**src/design/pmj_pkg.sv**
```systemverilog
// Package for the pyramid map and Jacobian unit: widths, payload and stage
// types, and the rounding and saturation helpers. No dependencies.
package pmj_pkg;

    localparam int COORD_WIDTH = 32;
    // Stored node coordinates and results keep this many bits (16 to 32).
    localparam int CW = (COORD_WIDTH > 32) ? 32 : ((COORD_WIDTH < 16) ? 16 : COORD_WIDTH);

    localparam int FRAC_REF     = 30;
    localparam int NODE_COUNT   = 5;
    localparam int AXIS_COUNT   = 3;
    localparam int SET_COUNT    = 4;      // point weights, d/dx, d/dy, d/dz
    localparam int STORE_DEPTH  = NODE_COUNT * AXIS_COUNT;
    localparam int STORE_ADDR_W = $clog2(STORE_DEPTH);

    localparam int W_W    = 34;           // w = 1 - z in Q4.30
    localparam int NUM_W  = 64;           // divider numerator
    localparam int DEN_W  = 34;           // divider denominator
    localparam int QUOT_W = 36;           // quotient bits kept before clamping
    localparam int QS_W   = QUOT_W + 1;   // signed clamped quotient
    localparam int DIV_LAT = QUOT_W + 4;  // register stages in one divider
    localparam int SUM_W  = 40;           // weight numerator before quarter
    localparam int PROD_W = 32 + CW;
    localparam int ACC_W  = PROD_W + 3;
    localparam int PART_COUNT = 3;

    typedef enum logic {
        OP_LOAD = 1'b0,
        OP_EVAL = 1'b1
    } pmj_op_t;

    typedef struct packed {
        logic               op;
        logic [2:0]         node_index;
        logic [1:0]         axis;
        logic signed [31:0] node_value;
        logic signed [31:0] ref_x;
        logic signed [31:0] ref_y;
        logic signed [31:0] ref_z;
    } pmj_in_t;

    typedef struct packed {
        logic signed [31:0] phys_x;
        logic signed [31:0] phys_y;
        logic signed [31:0] phys_z;
        logic signed [31:0] jac_xx;
        logic signed [31:0] jac_xy;
        logic signed [31:0] jac_xz;
        logic signed [31:0] jac_yx;
        logic signed [31:0] jac_yy;
        logic signed [31:0] jac_yz;
        logic signed [31:0] jac_zx;
        logic signed [31:0] jac_zy;
        logic signed [31:0] jac_zz;
    } pmj_out_t;

    typedef struct packed {
        logic       valid;
        logic       op;
        logic [2:0] node_index;
        logic [1:0] axis;
    } pmj_ctl_t;

    // Carried alongside the first divider rank.
    typedef struct packed {
        pmj_ctl_t                 ctl;
        logic signed [31:0]       x;
        logic signed [31:0]       y;
        logic signed [W_W-1:0]    w;
        logic signed [QS_W-1:0]   qs;
        logic                     wz;
    } pmj_sb1_t;

    // Carried alongside the second divider.
    typedef struct packed {
        pmj_ctl_t                 ctl;
        logic signed [31:0]       x;
        logic signed [31:0]       y;
        logic signed [W_W-1:0]    w;
        logic                     wz;
        logic signed [QS_W-1:0]   q;
        logic signed [QS_W-1:0]   a;
        logic signed [QS_W-1:0]   b;
    } pmj_sb2_t;

    typedef struct packed {
        logic [SET_COUNT-1:0][NODE_COUNT-1:0][31:0] w;
    } pmj_wt_t;

    // floor((n + 2) / 4), saturated to 32 bits
    function automatic logic signed [31:0] quarter(input logic signed [SUM_W-1:0] n);
        logic signed [SUM_W-1:0] t;
        logic signed [SUM_W-1:0] hi;
        logic signed [SUM_W-1:0] lo;
        t  = (n + SUM_W'(2)) >>> 2;
        hi = (SUM_W'(1) <<< 31) - SUM_W'(1);
        lo = -(SUM_W'(1) <<< 31);
        if (t > hi)
            return 32'sh7FFF_FFFF;
        else if (t < lo)
            return 32'sh8000_0000;
        else
            return t[31:0];
    endfunction

    function automatic logic signed [31:0] sat_q32(input logic signed [QS_W-1:0] v);
        logic signed [QS_W-1:0] hi;
        logic signed [QS_W-1:0] lo;
        hi = (QS_W'(1) <<< 31) - QS_W'(1);
        lo = -(QS_W'(1) <<< 31);
        if (v > hi)
            return 32'sh7FFF_FFFF;
        else if (v < lo)
            return 32'sh8000_0000;
        else
            return v[31:0];
    endfunction

    // Saturate to CW bits, sign-extended to 32.
    function automatic logic signed [31:0] sat_out(input logic signed [ACC_W-1:0] v);
        logic signed [ACC_W-1:0] hi;
        logic signed [ACC_W-1:0] lo;
        hi = (ACC_W'(1) <<< (CW - 1)) - ACC_W'(1);
        lo = -(ACC_W'(1) <<< (CW - 1));
        if (v > hi)
            return 32'(hi);
        else if (v < lo)
            return 32'(lo);
        else
            return v[31:0];
    endfunction

endpackage

```
**src/design/pmj_weights.sv**
```systemverilog
// Shape function weight stage: point weights and the three derivative sets.
// Depends on pmj_pkg.
module pmj_weights (
    input  logic                            clk,
    input  logic                            en,
    input  pmj_pkg::pmj_sb2_t               sb,
    input  logic signed [pmj_pkg::QS_W-1:0] d2_quot,
    output pmj_pkg::pmj_wt_t                wt
);

    logic signed [pmj_pkg::SUM_W-1:0] one_w;
    logic signed [pmj_pkg::SUM_W-1:0] xs_w;
    logic signed [pmj_pkg::SUM_W-1:0] ys_w;
    logic signed [pmj_pkg::SUM_W-1:0] ws_w;
    logic signed [pmj_pkg::SUM_W-1:0] qs_w;
    logic signed [pmj_pkg::SUM_W-1:0] as_w;
    logic signed [pmj_pkg::SUM_W-1:0] bs_w;
    logic signed [pmj_pkg::SUM_W-1:0] ds_w;
    logic signed [pmj_pkg::W_W-1:0]   z_w;
    pmj_pkg::pmj_wt_t                 wt_next;
    pmj_pkg::pmj_wt_t                 wt_reg;

    always_comb
    begin
        one_w = pmj_pkg::SUM_W'(1) <<< pmj_pkg::FRAC_REF;
        xs_w  = pmj_pkg::SUM_W'(sb.x);
        ys_w  = pmj_pkg::SUM_W'(sb.y);
        ws_w  = pmj_pkg::SUM_W'(sb.w);
        qs_w  = pmj_pkg::SUM_W'(sb.q);
        as_w  = pmj_pkg::SUM_W'(sb.a);
        bs_w  = pmj_pkg::SUM_W'(sb.b);
        // top plane: the d/dz term divided by w drops out
        ds_w  = sb.wz ? '0 : pmj_pkg::SUM_W'(d2_quot);
        z_w   = (pmj_pkg::W_W'(1) <<< pmj_pkg::FRAC_REF) - sb.w;

        wt_next.w[0][0] = z_w[31:0];
        wt_next.w[0][1] = pmj_pkg::quarter(ws_w - xs_w - ys_w + qs_w);
        wt_next.w[0][2] = pmj_pkg::quarter(ws_w + xs_w - ys_w - qs_w);
        wt_next.w[0][3] = pmj_pkg::quarter(ws_w - xs_w + ys_w - qs_w);
        wt_next.w[0][4] = pmj_pkg::quarter(ws_w + xs_w + ys_w + qs_w);

        wt_next.w[1][0] = '0;
        wt_next.w[1][1] = pmj_pkg::quarter(-one_w + as_w);
        wt_next.w[1][2] = pmj_pkg::quarter(one_w - as_w);
        wt_next.w[1][3] = pmj_pkg::quarter(-one_w - as_w);
        wt_next.w[1][4] = pmj_pkg::quarter(one_w + as_w);

        wt_next.w[2][0] = '0;
        wt_next.w[2][1] = pmj_pkg::quarter(-one_w + bs_w);
        wt_next.w[2][2] = pmj_pkg::quarter(-one_w - bs_w);
        wt_next.w[2][3] = pmj_pkg::quarter(one_w - bs_w);
        wt_next.w[2][4] = pmj_pkg::quarter(one_w + bs_w);

        wt_next.w[3][0] = one_w[31:0];
        wt_next.w[3][1] = pmj_pkg::quarter(-one_w + ds_w);
        wt_next.w[3][2] = pmj_pkg::quarter(-one_w - ds_w);
        wt_next.w[3][3] = pmj_pkg::quarter(-one_w - ds_w);
        wt_next.w[3][4] = pmj_pkg::quarter(-one_w + ds_w);
    end

    always_ff @(posedge clk)
    begin
        if (en)
            wt_reg <= wt_next;
    end

    assign wt = wt_reg;

endmodule

```
**config.mk**
```make
export PLATFORM = sky130hd
export DESIGN_NAME = pmj_weights
export DESIGN_NICKNAME = d
export VERILOG_FILES = /design/src/design/pmj_pkg.sv /design/src/design/pmj_weights.sv
export SDC_FILE = /design/constraint.sdc
export NUM_CORES = 2
export LEC_CHECK = 0
export BUFFER_PORTS_ARGS = -buffer_cell sky130_fd_sc_hd__clkbuf_2
export CAP_MARGIN = 10
export CORE_AREA = 2 2 345 347
export DETAILED_ROUTE_END_ITERATION = 6
export DIE_AREA = 0 0 347 349
export SLEW_MARGIN = 20
export SYNTH_ARGS = -nofsm -noshare
export SYNTH_HDL_FRONTEND = slang
export SYNTH_SLANG_ARGS = --single-unit
export TNS_END_PERCENT = 100
```
**constraint.sdc**
```tcl
create_clock -name clk -period 6.85 [get_ports clk]
set_input_delay 1.37 -clock clk [delete_from_list [all_inputs] [get_ports clk]]
set_output_delay 1.37 -clock clk [all_outputs]
set_load 0.005 [all_outputs]
```
* Word level (Yosys, flattened, before mapping) *
Index checks and enable logic that the tools add are counted.

cells by class
  multiplexer cells = 15
  $add $sub $neg = 35
  order comparisons = 28

operator list
  kind                      number
  $add A38 B3 Y39 const B   12
  $mux W32                  14
  $gt A37 B32 Y1 const B    12
  $lt A37 B32 Y1 const B    12
  $add A40 B3 Y40 const B   2
  $add A31 B37 Y38 const A  2
  $add A32 B37 Y38 const A  2
  $add A36 B37 Y38          2
  $gt A38 B32 Y1 const B    2
  $lt A38 B32 Y1 const B    2
  $sub A31 B37 Y38 const A  2
  $sub A32 B37 Y38 const A  2
  $sub A36 B37 Y38          2
  $add A35 B32 Y36          2
  $sub A35 B32 Y36          2
  $add A31 B40 Y40 const A  1
  $mux W40                  1
  $sub A31 B40 Y40 const A  1
  $add A34 B32 Y35          1
  $sub A34 B32 Y35          1
  $sub A32 B32 Y32 const A  1

word-level totals
  register bits = 480
  output and inout bits = 640

* Logic depth before layout (Yosys ltp) *
  word-level depth = 6
  depth in mapped cells = 29

* Least setup slack after synthesis *
Ideal clock, no wire load.

  path type = input port to flip-flop
  start = input port sb[180] (netlist bit)
  end = register wt_reg, in the netlist wt[120], data pin
  path slack = -0.535 ns
  arrival time = 7.114 ns
  cell stages on the path = 26
  data required time = 6.578 ns
  cell sequence = inv_1 -> ha_1 -> clkbuf_1 -> nor2b_1 -> o21ai_0 -> a21oi_1 -> o41a_1 -> o21ai_0 -> a21oi_1 -> o21a_1 -> o41a_1 -> a311oi_1 -> fa_1 -> xor2_1 -> ha_1 -> clkbuf_1 -> o21ai_0 -> nand2b_1 -> a31oi_1 -> or4_1 -> o21bai_1 -> a21boi_0 -> xnor2_1 -> o41ai_1 -> clkbuf_1 -> o21ai_0

between the ends
  word-level cells in the longest chain between the ends = 6
  elaborated cells on any way between the ends = 7
  those cells by class = add/sub (4); order compare (2); mux (1)

ends and longest elaborated chain
  element               RTL line           RTL
  from (decl)           pmj_weights.sv:6   input pmj_pkg::pmj_sb2_t sb,
  $sub A34 B32 Y35 (*)  pmj_weights.sv:39  wt_next.w[0][3] = pmj_pkg::quarter(ws_w - xs_w + ys_w - qs_w);
  $add A35 B32 Y36 (*)  pmj_weights.sv:39
  $sub A36 B37 Y38 (*)  pmj_weights.sv:39
  $add A38 B3 Y39 (*)   pmj_pkg.sv:95      t = (n + SUM_W'(2)) >>> 2;
  $lt A37 B32 Y1        pmj_pkg.sv:100     else if (t < lo)
  $mux W32              pmj_pkg.sv:100
  to (signal assigned)  pmj_weights.sv:64  wt_reg <= wt_next;
  to (decl)             pmj_weights.sv:21  pmj_pkg::pmj_wt_t wt_reg;

Mark *: on every way between the ends. The rest lies on a longest branch, timed or not.
A chain may end at the register's enable or synchronous reset.

* Worst setup path after layout *
  start = input port sb[112] (netlist bit)
  end = register wt_reg, in the netlist wt[46], data pin

between the ends
  word-level cells in the longest chain between the ends = 6
  elaborated cells on any way between the ends = 7
  those cells by class = add/sub (4); order compare (2); mux (1)

ends and longest elaborated chain
  element               RTL line           RTL
  $sub A34 B32 Y35 (*)  pmj_weights.sv:37  wt_next.w[0][1] = pmj_pkg::quarter(ws_w - xs_w - ys_w + qs_w);
  $sub A35 B32 Y36 (*)  pmj_weights.sv:37
  $add A36 B37 Y38 (*)  pmj_weights.sv:37
  $add A38 B3 Y39 (*)   pmj_pkg.sv:95
  $lt A37 B32 Y1        pmj_pkg.sv:100
  $mux W32              pmj_pkg.sv:100

Marked as above.

==> results.cfg <==
[cts]
cts_buffers = 56
cts_tree = yes
clock_path_buffers = 3
clock-sinks = 480
cts_root_buf = clkbuf_16
h-tree-depth = 2
cts.reportedPaths.clkPinSlew_ns = 0.06

[pwr]
powerDensity_mw_per_mm2 = 389
ir_worst_vdd_uv = 267
p_leak_nw = 25.8

[route]
drc_errors = 0
wire_per_inst_um = 21.1
totalWireLength_mm = 157
vias_per_cell = 5.14
drt_iter0_drc = 2571
ant_nets = 0
drtPass1Iterations = 6
vias = 38165

[global_route]
grt_max_degree = 159
antenna_found_initial = 17
globalRouteOverflowTotal = 0
first_global_vias = 37109
grt_pass1_wl_mm = 227
grt_use_total_pct = 24.5

[logic_synthesis]
postSynthAreaPerCell_um2 = 9.43
synthDistinctLibCells = 92
synth_edf_count = 480
synth_ff_type = edfxtp_1
ys_seq_area_share_pct = 35.3
ys_warn_count = 0
syn-cell-area_mm2 = 0.0408
synth-seq-cells = 480
syn_inst = 4325
async_flop_share_pct = 0

[worst_setup_path]
crit_required_ns = 7.28
critPathMaxStageDelay_ns = 0.53
cp_max_fo = 7
path_common_cell = buf_6
crit_arrival_ns = 7.36
endpoint_kind = register
critical_path_class = input port to register
crit_slowest_cell = fa_2
cp.buffers_inverters = 10
path_delay_family = compound AO/OA/AOI/OAI gates
start_kind = input port

[layout]
layout_commonest_cell = buf_4
area_growth_pct = 40.1
final_cell_mix = buf_4 (862), clkbuf_2 (787), edfxtp_1 (480)
fin_cells = 7432
design_area_mm2 = 0.0572
post-route-util_pct = 48.7
fin_nets = 6566
fillCellCount = 11076
largest_reg_flops = 480
drive_above_1_share_pct = 38.3

[floorplanning]
coreArea_mm2 = 0.117
rows = 126
start_util_pct = 34.7
io_pins = 896
die_w_um = 347
chipHeight_um = 349
die_area_mm2 = 0.121

[sta]
maxClockFrequency_mhz = 144
timing.hold.ws_ns = 1.07
relSlewSlack_pct = 30.9
fin_crit_ns = 6.92
drv_slew = 0
hold_viol = 0
rsz0062_at_grt = true
tightestPinTransition_ns = 1.03
setup_violations = 32
post-route-period-util_pct = 101
worst_slack_ns = -0.0743

[min_path]
min_to = wt[18]$_DFFE_PP_
hold_start = sb[130]
hold_path_class = input port to register
holdPathStages = 2

[place]
dpl.hpwl_mm = 123
dp_cells = 7211
gp_congestion = 0.939
placed_area_mm2 = 0.0517
placement.io_buffers = 792

[status]
status = finished with violations
violations = negative setup slack

[flow_run]
cap_violations = 0
## synthesized netlist by cell type, drive strengths merged, types with 7 or more instances
cell	count	area share, %
nand2b	45	0.69
or4	19	0.37
o21ai	492	6.1
nand4b	7	0.19
xnor2	234	5.0
a31o	7	0.15
nand4	41	0.63
or2	31	0.48
a211oi	21	0.39
and2	26	0.40
buf	191	3.4
fa	144	7.1
o211ai	41	0.75
nand3	88	1.1
nor2	240	2.2
o41ai	12	0.26
o21a	37	0.68
nor2b	49	0.75
and3	54	0.83
xor2	170	3.6
a22oi	7	0.13
a21oi	301	3.7
a21o	91	1.7
o31a	7	0.15
clkbuf	173	1.6
nand2	238	2.2
inv	384	3.5
ha	328	10
o22ai	12	0.20
nor4	35	0.54
nor3	81	1.0
mux2i	7	0.17
o31ai	28	0.52
edfxtp	480	35
a31oi	27	0.41
a21boi	7	0.13
or3	20	0.32
o21bai	35	0.65
## timing repair
item	4_1_cts	5_1_grt
gates cloned	11	8
hold buffers	0	0
endpoints found under the setup margin	125	126
gates resized for setup	235	335
pin swaps	89	115
buffers inserted	58	45
## metal layers
metal | wire length, um | track usage (%) | share of wire (%)
met1 | 61800 | 29.5 | 39
met2 | 78800 | 43.7 | 50
met4 | 7120 | 10.1 | 4.5
met3 | 8790 | 3.33 | 5.6
met5 | 37 | 0 | 0.024
## how the worst max path moves through the flow
stage,end,depth (start not counted),slack [ns],from
CTS,wt[59]$_SDFFCE_PN1P_,32,-0.1,sb[112]
detailed placement,wt[96]$_SDFFCE_PN1P_,28,-1.16,sb[112]
floorplan,wt[112]$_SDFFCE_PN1P_,26,-0.02,sb[180]
global route,wt[46]$_SDFFCE_PN1P_,32,-0.28,sb[112]
finish,wt[46]$_SDFFCE_PN1P_,32,-0.07,sb[112]
global placement,wt[113]$_SDFFCE_PN1P_,31,-1.08,sb[112]
## stage by stage
stage | setup slack (ns) | TNS, ns | power [mW]
floorplan | -0.0160 | -0.0512 | 10.3
global placement | -1.08 | -126.77 | 16.4
detailed placement | -1.16 | -131.81 | 16.4
CTS | -0.100 | -1.57 | 20.9
global route | -0.281 | -21.06 | 23.6
finish | -0.0743 | -0.993 | 22.3
## cells by family (layout without fill, tap and decap cells)
logic type / count (synthesis) / in the layout / share of synthesized area, %
AOI/OAI and AO/OA: 1208 / 1208 / 17.8
xor gates and xnor gates: 404 / 404 / 8.67
adders and majority gates: 474 / 474 / 17.2
buffers and inverters: 750 / 2214 / 8.53
DFF: 480 / 480 / 35.3
muxes: 8 / 8 / 0.209
other: 2 / 109 / 0.0184
and+or+nand+nor: 999 / 999 / 12.3
## final cells by class
cell class | count | area (um^2) | share of cell area (%)
repair buffers | 1725 | 11700 | 20.4
clock inverters | 44 | 444 | 0.777
multi-input cells | 3189 | 25800 | 45.1
diodes | 13 | 32.5 | 0.0569
clock buffers | 59 | 1410 | 2.47
flip-flops and latches | 480 | 14400 | 25.2
inverters | 386 | 1480 | 2.59
well taps | 1536 | 1920 | 3.36
## report_power, final
part	switching [mW]	internal, mW
sequential	0.330	4.18
clock	1.35	1.74
combinational	7.54	7.12
total	9.22	13.0
Note: power is estimated with default switching activity, not from simulation.
